<file path="config.mk">
export PLATFORM = sky130hd
export DESIGN_NAME = vrpe_ray
export DESIGN_NICKNAME = d
export VERILOG_FILES = /design/src/rtl/core/vrpe_pkg.sv /design/src/rtl/core/vrpe_ray.sv
export SDC_FILE = /design/constraint.sdc
export NUM_CORES = 2
export LEC_CHECK = 0
export ABC_CLOCK_PERIOD_IN_PS = 9600
export BUFFER_PORTS_ARGS = -buffer_cell sky130_fd_sc_hd__buf_2
export CAP_MARGIN = 40
export CORE_ASPECT_RATIO = 1.5
export CORE_MARGIN = 1.5
export CORE_UTILIZATION = 60
export CTS_CLUSTER_SIZE = 12
export DETAILED_ROUTE_END_ITERATION = 16
export PLACE_DENSITY = 0.75
export SETUP_SLACK_MARGIN = 0.05
export SYNTH_ARGS = -nofsm -noshare
export SYNTH_HDL_FRONTEND = slang
export SYNTH_SLANG_ARGS = --single-unit
</file>
<file path="constraint.sdc">
create_clock -name aclk -period 9.6 [get_ports aclk]
set_input_delay 0 -clock aclk [delete_from_list [all_inputs] [get_ports aclk]]
set_output_delay 0 -clock aclk [all_outputs]
set_load 0.01 [all_outputs]
</file>
<file path="src/rtl/core/vrpe_pkg.sv">
// Shared types, constants and helper functions for the voxel ray pick/edit unit.
// Used by vrpe_ray and voxel_ray_pick_edit_unit. No dependencies.
package vrpe_pkg;

    // Grid geometry and fixed-point formats.
    localparam int unsigned GRID_X     = 32;
    localparam int unsigned GRID_Y     = 64;
    localparam int unsigned GRID_Z     = 32;
    localparam int unsigned FRAC_BITS  = 12;
    localparam int unsigned DIR_FRAC   = 14;
    localparam int unsigned NUM_AXES   = 3;
    localparam int unsigned GRID_DIM [NUM_AXES] = '{GRID_X, GRID_Y, GRID_Z};

    localparam int unsigned X_W        = $clog2(GRID_X);
    localparam int unsigned Y_W        = $clog2(GRID_Y);
    localparam int unsigned Z_W        = $clog2(GRID_Z);
    localparam int unsigned CELL_COUNT = GRID_X * GRID_Y * GRID_Z;
    localparam int unsigned ADDR_W     = $clog2(CELL_COUNT);

    // Field and register widths.
    localparam int unsigned KIND_W     = 2;
    localparam int unsigned POS_W      = 21;
    localparam int unsigned DIR_W      = 16;
    localparam int unsigned ACTION_W   = 2;
    localparam int unsigned STEP_W     = 12;
    localparam int unsigned START_W    = 16;
    localparam int unsigned STEPS_W    = 10;
    localparam int unsigned POFF_W     = 12;
    localparam int unsigned CFG_W      = 16;
    localparam int unsigned CFG_IDX_W  = 2;

    // Datapath widths. The distance never exceeds 2^(STEPS_W+STEP_W+1).
    localparam int unsigned MUL_B_W    = START_W + 1;
    localparam int unsigned PROD_W     = DIR_W + MUL_B_W;
    localparam int unsigned ACC_W      = DIR_W + STEPS_W + STEP_W + 2;
    localparam int unsigned DSTEP_W    = DIR_W + STEP_W + 1;
    localparam int unsigned PO_W       = DIR_W + POFF_W + 1 - DIR_FRAC;
    localparam int unsigned PT_W       = ACC_W - DIR_FRAC + 1;
    localparam int unsigned CELLC_W    = PT_W - FRAC_BITS;
    localparam int unsigned PP_W       = PT_W + 1;
    localparam int unsigned PCELL_W    = PP_W - FRAC_BITS;

    // Register reset values.
    localparam logic [STEP_W-1:0]  STEP_RESET  = STEP_W'(205);
    localparam logic [START_W-1:0] START_RESET = START_W'(410);
    localparam logic [STEPS_W-1:0] STEPS_RESET = STEPS_W'(118);
    localparam logic [POFF_W-1:0]  POFF_RESET  = POFF_W'(410);

    localparam logic [KIND_W-1:0]  KIND_AIR    = '0;
    localparam logic               OP_WRITE    = 1'b0;
    localparam int unsigned        ACT_BREAK   = 0;
    localparam int unsigned        ACT_PLACE   = 1;
    localparam logic [1:0]         AXIS_LAST   = 2'(NUM_AXES - 1);

    typedef enum logic [CFG_IDX_W-1:0] {
        CFG_STEP_SIZE      = 2'd0,
        CFG_START_DISTANCE = 2'd1,
        CFG_MAX_STEPS      = 2'd2,
        CFG_PLACE_OFFSET   = 2'd3
    } cfg_idx_t;

    typedef enum logic [1:0] {
        MG_START,
        MG_STEP,
        MG_PLACE
    } mul_grp_t;

    typedef enum logic [3:0] {
        ST_CLEAR,
        ST_IDLE,
        ST_WRITE,
        ST_SETUP,
        ST_MARCH,
        ST_BREAK,
        ST_PREAD,
        ST_PCHECK,
        ST_DONE
    } state_t;

    // Sequencer controls into the ray datapath.
    typedef struct packed {
        logic       load;
        logic       mul_en;
        mul_grp_t   mul_grp;
        logic [1:0] mul_axis;
        logic       advance;
    } ray_ctl_t;

    // A cell position with its in-grid flag.
    typedef struct packed {
        logic           in_grid;
        logic [X_W-1:0] x;
        logic [Y_W-1:0] y;
        logic [Z_W-1:0] z;
    } ray_pos_t;

    function automatic logic in_range(input logic signed [PCELL_W-1:0] c,
                                      input int unsigned lim);
        in_range = (c >= 0) && (c < $signed(PCELL_W'(lim)));
    endfunction

    function automatic logic [ADDR_W-1:0] cell_addr(input logic [X_W-1:0] x,
                                                     input logic [Y_W-1:0] y,
                                                     input logic [Z_W-1:0] z);
        cell_addr = ADDR_W'((ADDR_W'(x) * ADDR_W'(GRID_Y) + ADDR_W'(y)) * ADDR_W'(GRID_Z)
                            + ADDR_W'(z));
    endfunction

endpackage

</file>
<file path="src/rtl/core/vrpe_ray.sv">
// Ray datapath: one shared multiplier for the setup products, three accumulator
// lanes that step the sample point, and cell/placement index logic. Uses vrpe_pkg.
module vrpe_ray (
    input  logic                                   aclk,
    input  vrpe_pkg::ray_ctl_t                     ctl,
    input  logic signed [vrpe_pkg::POS_W-1:0]      origin_x,
    input  logic signed [vrpe_pkg::POS_W-1:0]      origin_y,
    input  logic signed [vrpe_pkg::POS_W-1:0]      origin_z,
    input  logic signed [vrpe_pkg::DIR_W-1:0]      dir_x,
    input  logic signed [vrpe_pkg::DIR_W-1:0]      dir_y,
    input  logic signed [vrpe_pkg::DIR_W-1:0]      dir_z,
    input  logic        [vrpe_pkg::START_W-1:0]    start_distance,
    input  logic        [vrpe_pkg::STEP_W-1:0]     step_size,
    input  logic        [vrpe_pkg::POFF_W-1:0]     place_offset,
    output vrpe_pkg::ray_pos_t                     cur,
    output vrpe_pkg::ray_pos_t                     s1,
    output vrpe_pkg::ray_pos_t                     place
);
    import vrpe_pkg::*;

    logic signed [POS_W-1:0]   org_reg   [NUM_AXES];
    logic signed [DIR_W-1:0]   dir_reg   [NUM_AXES];
    logic signed [ACC_W-1:0]   acc_reg   [NUM_AXES];
    logic signed [DSTEP_W-1:0] dstep_reg [NUM_AXES];
    logic signed [PO_W-1:0]    po_reg    [NUM_AXES];
    logic signed [PT_W-1:0]    s1_pt_reg [NUM_AXES];
    ray_pos_t                  s1_reg;

    logic signed [DIR_W-1:0]   mul_a;
    logic        [MUL_B_W-1:0] mul_b;
    logic signed [PROD_W-1:0]  mul_p;

    logic signed [PT_W-1:0]    pt    [NUM_AXES];
    logic signed [CELLC_W-1:0] cellc [NUM_AXES];
    logic signed [PP_W-1:0]    pp    [NUM_AXES];
    logic signed [PCELL_W-1:0] pcell [NUM_AXES];
    logic                      cur_in   [NUM_AXES];
    logic                      place_in [NUM_AXES];

    // Shared multiplier: direction component times one of the distances.
    always_comb begin
        case (ctl.mul_axis)
            2'd0:    mul_a = dir_reg[0];
            2'd1:    mul_a = dir_reg[1];
            2'd2:    mul_a = dir_reg[2];
            default: mul_a = '0;
        endcase
        case (ctl.mul_grp)
            MG_START: mul_b = MUL_B_W'(start_distance);
            MG_STEP:  mul_b = MUL_B_W'(step_size);
            MG_PLACE: mul_b = MUL_B_W'(place_offset);
            default:  mul_b = '0;
        endcase
        mul_p = PROD_W'(mul_a) * PROD_W'($signed(mul_b));
    end

    // Sample point and cell index per axis; all shifts are floor divisions.
    always_comb begin
        for (int i = 0; i < NUM_AXES; i++) begin
            pt[i]       = PT_W'(org_reg[i]) + PT_W'(acc_reg[i] >>> DIR_FRAC);
            cellc[i]    = CELLC_W'(pt[i] >>> FRAC_BITS);
            cur_in[i]   = in_range(PCELL_W'(cellc[i]), GRID_DIM[i]);
            pp[i]       = PP_W'(s1_pt_reg[i]) + PP_W'(po_reg[i]);
            pcell[i]    = PCELL_W'(pp[i] >>> FRAC_BITS);
            place_in[i] = in_range(pcell[i], GRID_DIM[i]);
        end
    end

    assign cur.in_grid   = cur_in[0] && cur_in[1] && cur_in[2];
    assign cur.x         = cellc[0][X_W-1:0];
    assign cur.y         = cellc[1][Y_W-1:0];
    assign cur.z         = cellc[2][Z_W-1:0];
    assign place.in_grid = place_in[0] && place_in[1] && place_in[2];
    assign place.x       = pcell[0][X_W-1:0];
    assign place.y       = pcell[1][Y_W-1:0];
    assign place.z       = pcell[2][Z_W-1:0];
    assign s1            = s1_reg;

    always_ff @(posedge aclk) begin
        if (ctl.load) begin
            org_reg[0] <= origin_x;
            org_reg[1] <= origin_y;
            org_reg[2] <= origin_z;
            dir_reg[0] <= dir_x;
            dir_reg[1] <= dir_y;
            dir_reg[2] <= dir_z;
        end
        for (int i = 0; i < NUM_AXES; i++) begin
            if (ctl.mul_en && ctl.mul_axis == 2'(i)) begin
                case (ctl.mul_grp)
                    MG_START: acc_reg[i]   <= ACC_W'(mul_p);
                    MG_STEP:  dstep_reg[i] <= DSTEP_W'(mul_p);
                    MG_PLACE: po_reg[i]    <= PO_W'(mul_p >>> DIR_FRAC);
                    default:  ;
                endcase
            end
            // The product is kept exact, so each step is a plain add.
            if (ctl.advance) begin
                acc_reg[i]   <= acc_reg[i] + ACC_W'(dstep_reg[i]);
                s1_pt_reg[i] <= pt[i];
            end
        end
        if (ctl.advance) begin
            s1_reg <= cur;
        end
    end

endmodule

</file>
==> flow_metrics.py <==
metrics = {
    "global_routing": {
        "grt_pass1_vias": 29750,
        "antenna_found_initial": 1,
        "grt_usage": 0.333,
        "grt_max_degree": 77,
        "grt_pass1_wl_um": 160000,
        "overflow": 0,
    },
    "logic_synthesis": {
        "synth_enable_flop_cells": 445,
        "synth-seq-cells": 445,
        "synthTopCellsByArea": "edfxtp_1 (36%), ha_1 (13%), fa_1 (11%)",
        "syn_inst": 3649,
        "synth_top_area_share": 0.361,
        "yosys.area.top_type": "edfxtp_1",
        "netlist_area_sq_mm": 0.0371,
        "ys_warn_count": 0,
        "ys_async_sr_fraction": 0,
        "synth.distinct_cells": 78,
        "synth_nets": 4404,
        "postSynthAreaPerCell_sq_um": 10.2,
        "seq_area_frac_synth": 0.361,
        "synthFlopType": "edfxtp_1",
    },
    "place": {
        "dp_slack_ps": 1530,
        "io_buffers": 209,
        "gp_congestion": 1.02,
        "hpwlAfterDp_um": 80100,
    },
    "cells_and_area": {
        "drive_gt1_frac": 0.0964,
        "largest_reg_flops": 120,
        "layout.nets": 4701,
        "fillers": 4844,
        "area_growth_syn_to_layout_pct": 12.0,
    },
    "setup_path": {
        "crit_fanout": 6,
        "slowest_delay_ps": 750,
        "cp.required_ps": 9960,
        "critPathKind": "register to register",
        "critical_path.startpoint_type": "register",
        "reg2regPathDepth": 23,
        "cp-end-kind": "register",
        "path_cells": "mux2i_1 > o21ai_0 > nand2_1 > fa_1 > fa_1 > inv_1 > fa_1 > fa_1 > fa_1 > inv_1 > fa_1 > inv_1 > ha_1 > a21o_1 > a21o_1 > a211oi_1 > o21ai_0 > a31o_2 > a21o_1 > a31o_2 > o41ai_1 > mux2_2 > a31o_2",
        "slowest_stage": "o21ai_0",
        "crit_top_cell": "fa_1",
        "cp.arrival_ps": 7970,
    },
    "sta": {
        "slew_violations": 0,
        "rsz0062_at_grt": "false",
        "hold_violations": 0,
        "whs_ps": 82.4,
        "finalCriticalPeriod_ps": 7610,
        "tightest_slew_ps": 943,
        "setup_ws_ps": 1990,
        "finalClockSkew_ps": 43.9,
        "fin_crit_sh": 0.792,
        "setup_tns_ps": 0,
        "max_slew_margin": 0.365,
        "setup_viol_count_final": 0,
        "max_freq_ghz": 0.131,
    },
    "route": {
        "drc": 0,
        "first_pass_iters": 6,
        "num_vias": 28931,
        "final_antenna_net_count": 0,
        "drt-total-wl_um": 105000,
        "post_drt_wl_per_cell_um": 21.9,
        "vias_per_cell": 6.07,
        "drtIter0Drc": 1995,
    },
    "cts": {
        "clock-root-buffer": "clkbuf_16",
        "clk-insertion-delay-late_ps": 630,
        "cts.repair.resized": 0,
        "cts.sink_count": 445,
        "clk_pin_slew_worst_paths_ps": 60,
        "cts_buffer_depth": 3,
        "numCtsBuffers": 47,
        "cts_tree": "built",
        "htree_levels": 2,
    },
    "floorplanning": {
        "pin_count": 210,
        "start_util": 0.606,
        "coreArea_sq_mm": 0.0611,
        "dieArea_sq_mm": 0.0633,
        "rows": 111,
        "die_w_um": 206,
        "die_h_um": 307,
    },
    "worst_hold_path": {
        "min_delay_path_depth": 2,
        "min_path_type": "primary input to register",
    },
    "run_status": {
        "status": "finished, final reports clean",
    },
    "pwr": {
        "power_density_mw_per_mm2": 323,
        "peakVddDrop_mv": 0.441,
        "p_leak_nw": 18.5,
    },
    "run": {
        "drv_cap": 0,
    },
}
final timing paths:
check                           slack, ps                startpoint                          to
worst max-delay path                 1990   dir_reg[0][2]$_DFFE_PP_    acc_reg[1][31]$_DFFE_PP_
worst min-delay path                   80              origin_y[17]    org_reg[0][38]$_DFFE_PP_
worst max register to register       1990   dir_reg[0][2]$_DFFE_PP_    acc_reg[1][31]$_DFFE_PP_
worst min register to register        560  org_reg[0][42]$_DFFE_PP_  s1_pt_reg[0][54]$_DFFE_PP_
where the power goes:
part	switching, mW	total (mW)	leakage (nW)	internal, mW
clock network	0.777	1.74	0.675	0.960
registers	0.271	3.58	4.32	3.30
logic	5.04	8.09	13.5	3.05
total	6.08	13.4	18.5	7.32
routing by layer:
| layer | up-vias | wire (um) | GRT usage |
|---|---|---|---|
| li1 | 13615 | - | - |
| met1 | 13942 | 38000 | 0.356 |
| met2 | 1013 | 53300 | 0.601 |
| met3 | 361 | 5190 | 0.0472 |
| met4 | 0 | 8070 | 0.225 |
| met5 | - | 0 | 0 |
Yosys cell counts, types with 14 or more instances:
| cell type | instances |
|---|---|
| a211oi_1 | 19 |
| a21boi_0 | 14 |
| a21o_1 | 170 |
| a21oi_1 | 229 |
| a31o_2 | 18 |
| a31oi_1 | 29 |
| and2_1 | 42 |
| and3_1 | 27 |
| buf_4 | 32 |
| clkbuf_1 | 90 |
| edfxtp_1 | 445 |
| fa_1 | 200 |
| ha_1 | 396 |
| inv_1 | 349 |
| mux2_2 | 16 |
| mux2i_1 | 41 |
| nand2_1 | 287 |
| nand2b_1 | 42 |
| nand3_1 | 64 |
| nand4_1 | 33 |
| nor2_1 | 306 |
| nor2b_1 | 46 |
| nor3_1 | 53 |
| o211ai_1 | 20 |
| o21a_1 | 64 |
| o21ai_0 | 167 |
| o21bai_1 | 32 |
| o31ai_1 | 15 |
| or3_1 | 20 |
| xnor2_1 | 128 |
| xor2_1 | 62 |
kinds of logic after synthesis:
kind of cell | count (synthesis) | synth area share
compound gates | 899 | 0.160
xor+xnor | 190 | 0.0449
fa+ha+maj | 596 | 0.242
buf+inv | 474 | 0.0513
flops | 445 | 0.361
mux | 57 | 0.0159
simple gates | 988 | 0.126
timing repair:
item                       4_1_cts  5_1_grt
setup endpoints to repair        0        0
hold endpoints to repair       182        0
hold buffers                   114        0
buffers inserted                 0        0
cell type report:
cell class	count	area (sq um)	area share
clock inverter	17	163	0.00392
multi-input combinational	2730	21800	0.526
timing repair buffer	373	2590	0.0624
antenna	2	5.00	0.000121
sequential	445	13400	0.322
inverter	349	1310	0.0316
clock buffer	57	1230	0.0298
tap	791	990	0.0239
per-stage QoR:
step | instance area (sq um) | util | power (mW) | instances
after detailed placement | 38900 | 0.637 | 11.5 | 4574
after global placement | 38800 | 0.636 | 11.3 | 4563
final | 41500 | 0.679 | 13.4 | 4764
after CTS | 41500 | 0.679 | 13.3 | 4762
after global routing | 41500 | 0.679 | 14.2 | 4763
after floorplan | 37100 | - | 8.68 | 3649
critical path, delay by kind of cell (launching register included):
family,cells,cell delay (ps)
adders and majority gates,7,3440
muxes,2,540
AOI/OAI and AO/OA,10,2740
and+or+nand+nor,1,170
buffers and inverters,3,150
DFF,1,330
cells in the final DEF, fill, tap and decap left out, drive strengths merged, types with 42 or more instances in the layout:
cell type and n:
o21ai 178, xnor2 128, nand2b 42, and2 42
edfxtp 445, xor2 62, nor3 53, nor2b 47
inv 349, clkbuf 57, nor2 306, fa 200
nand3 64, ha 396, a21o 170, o21a 64
buf 258, a21oi 229, nand2 287, dlygate4sd3 114
(Power assumes the default switching activity.)
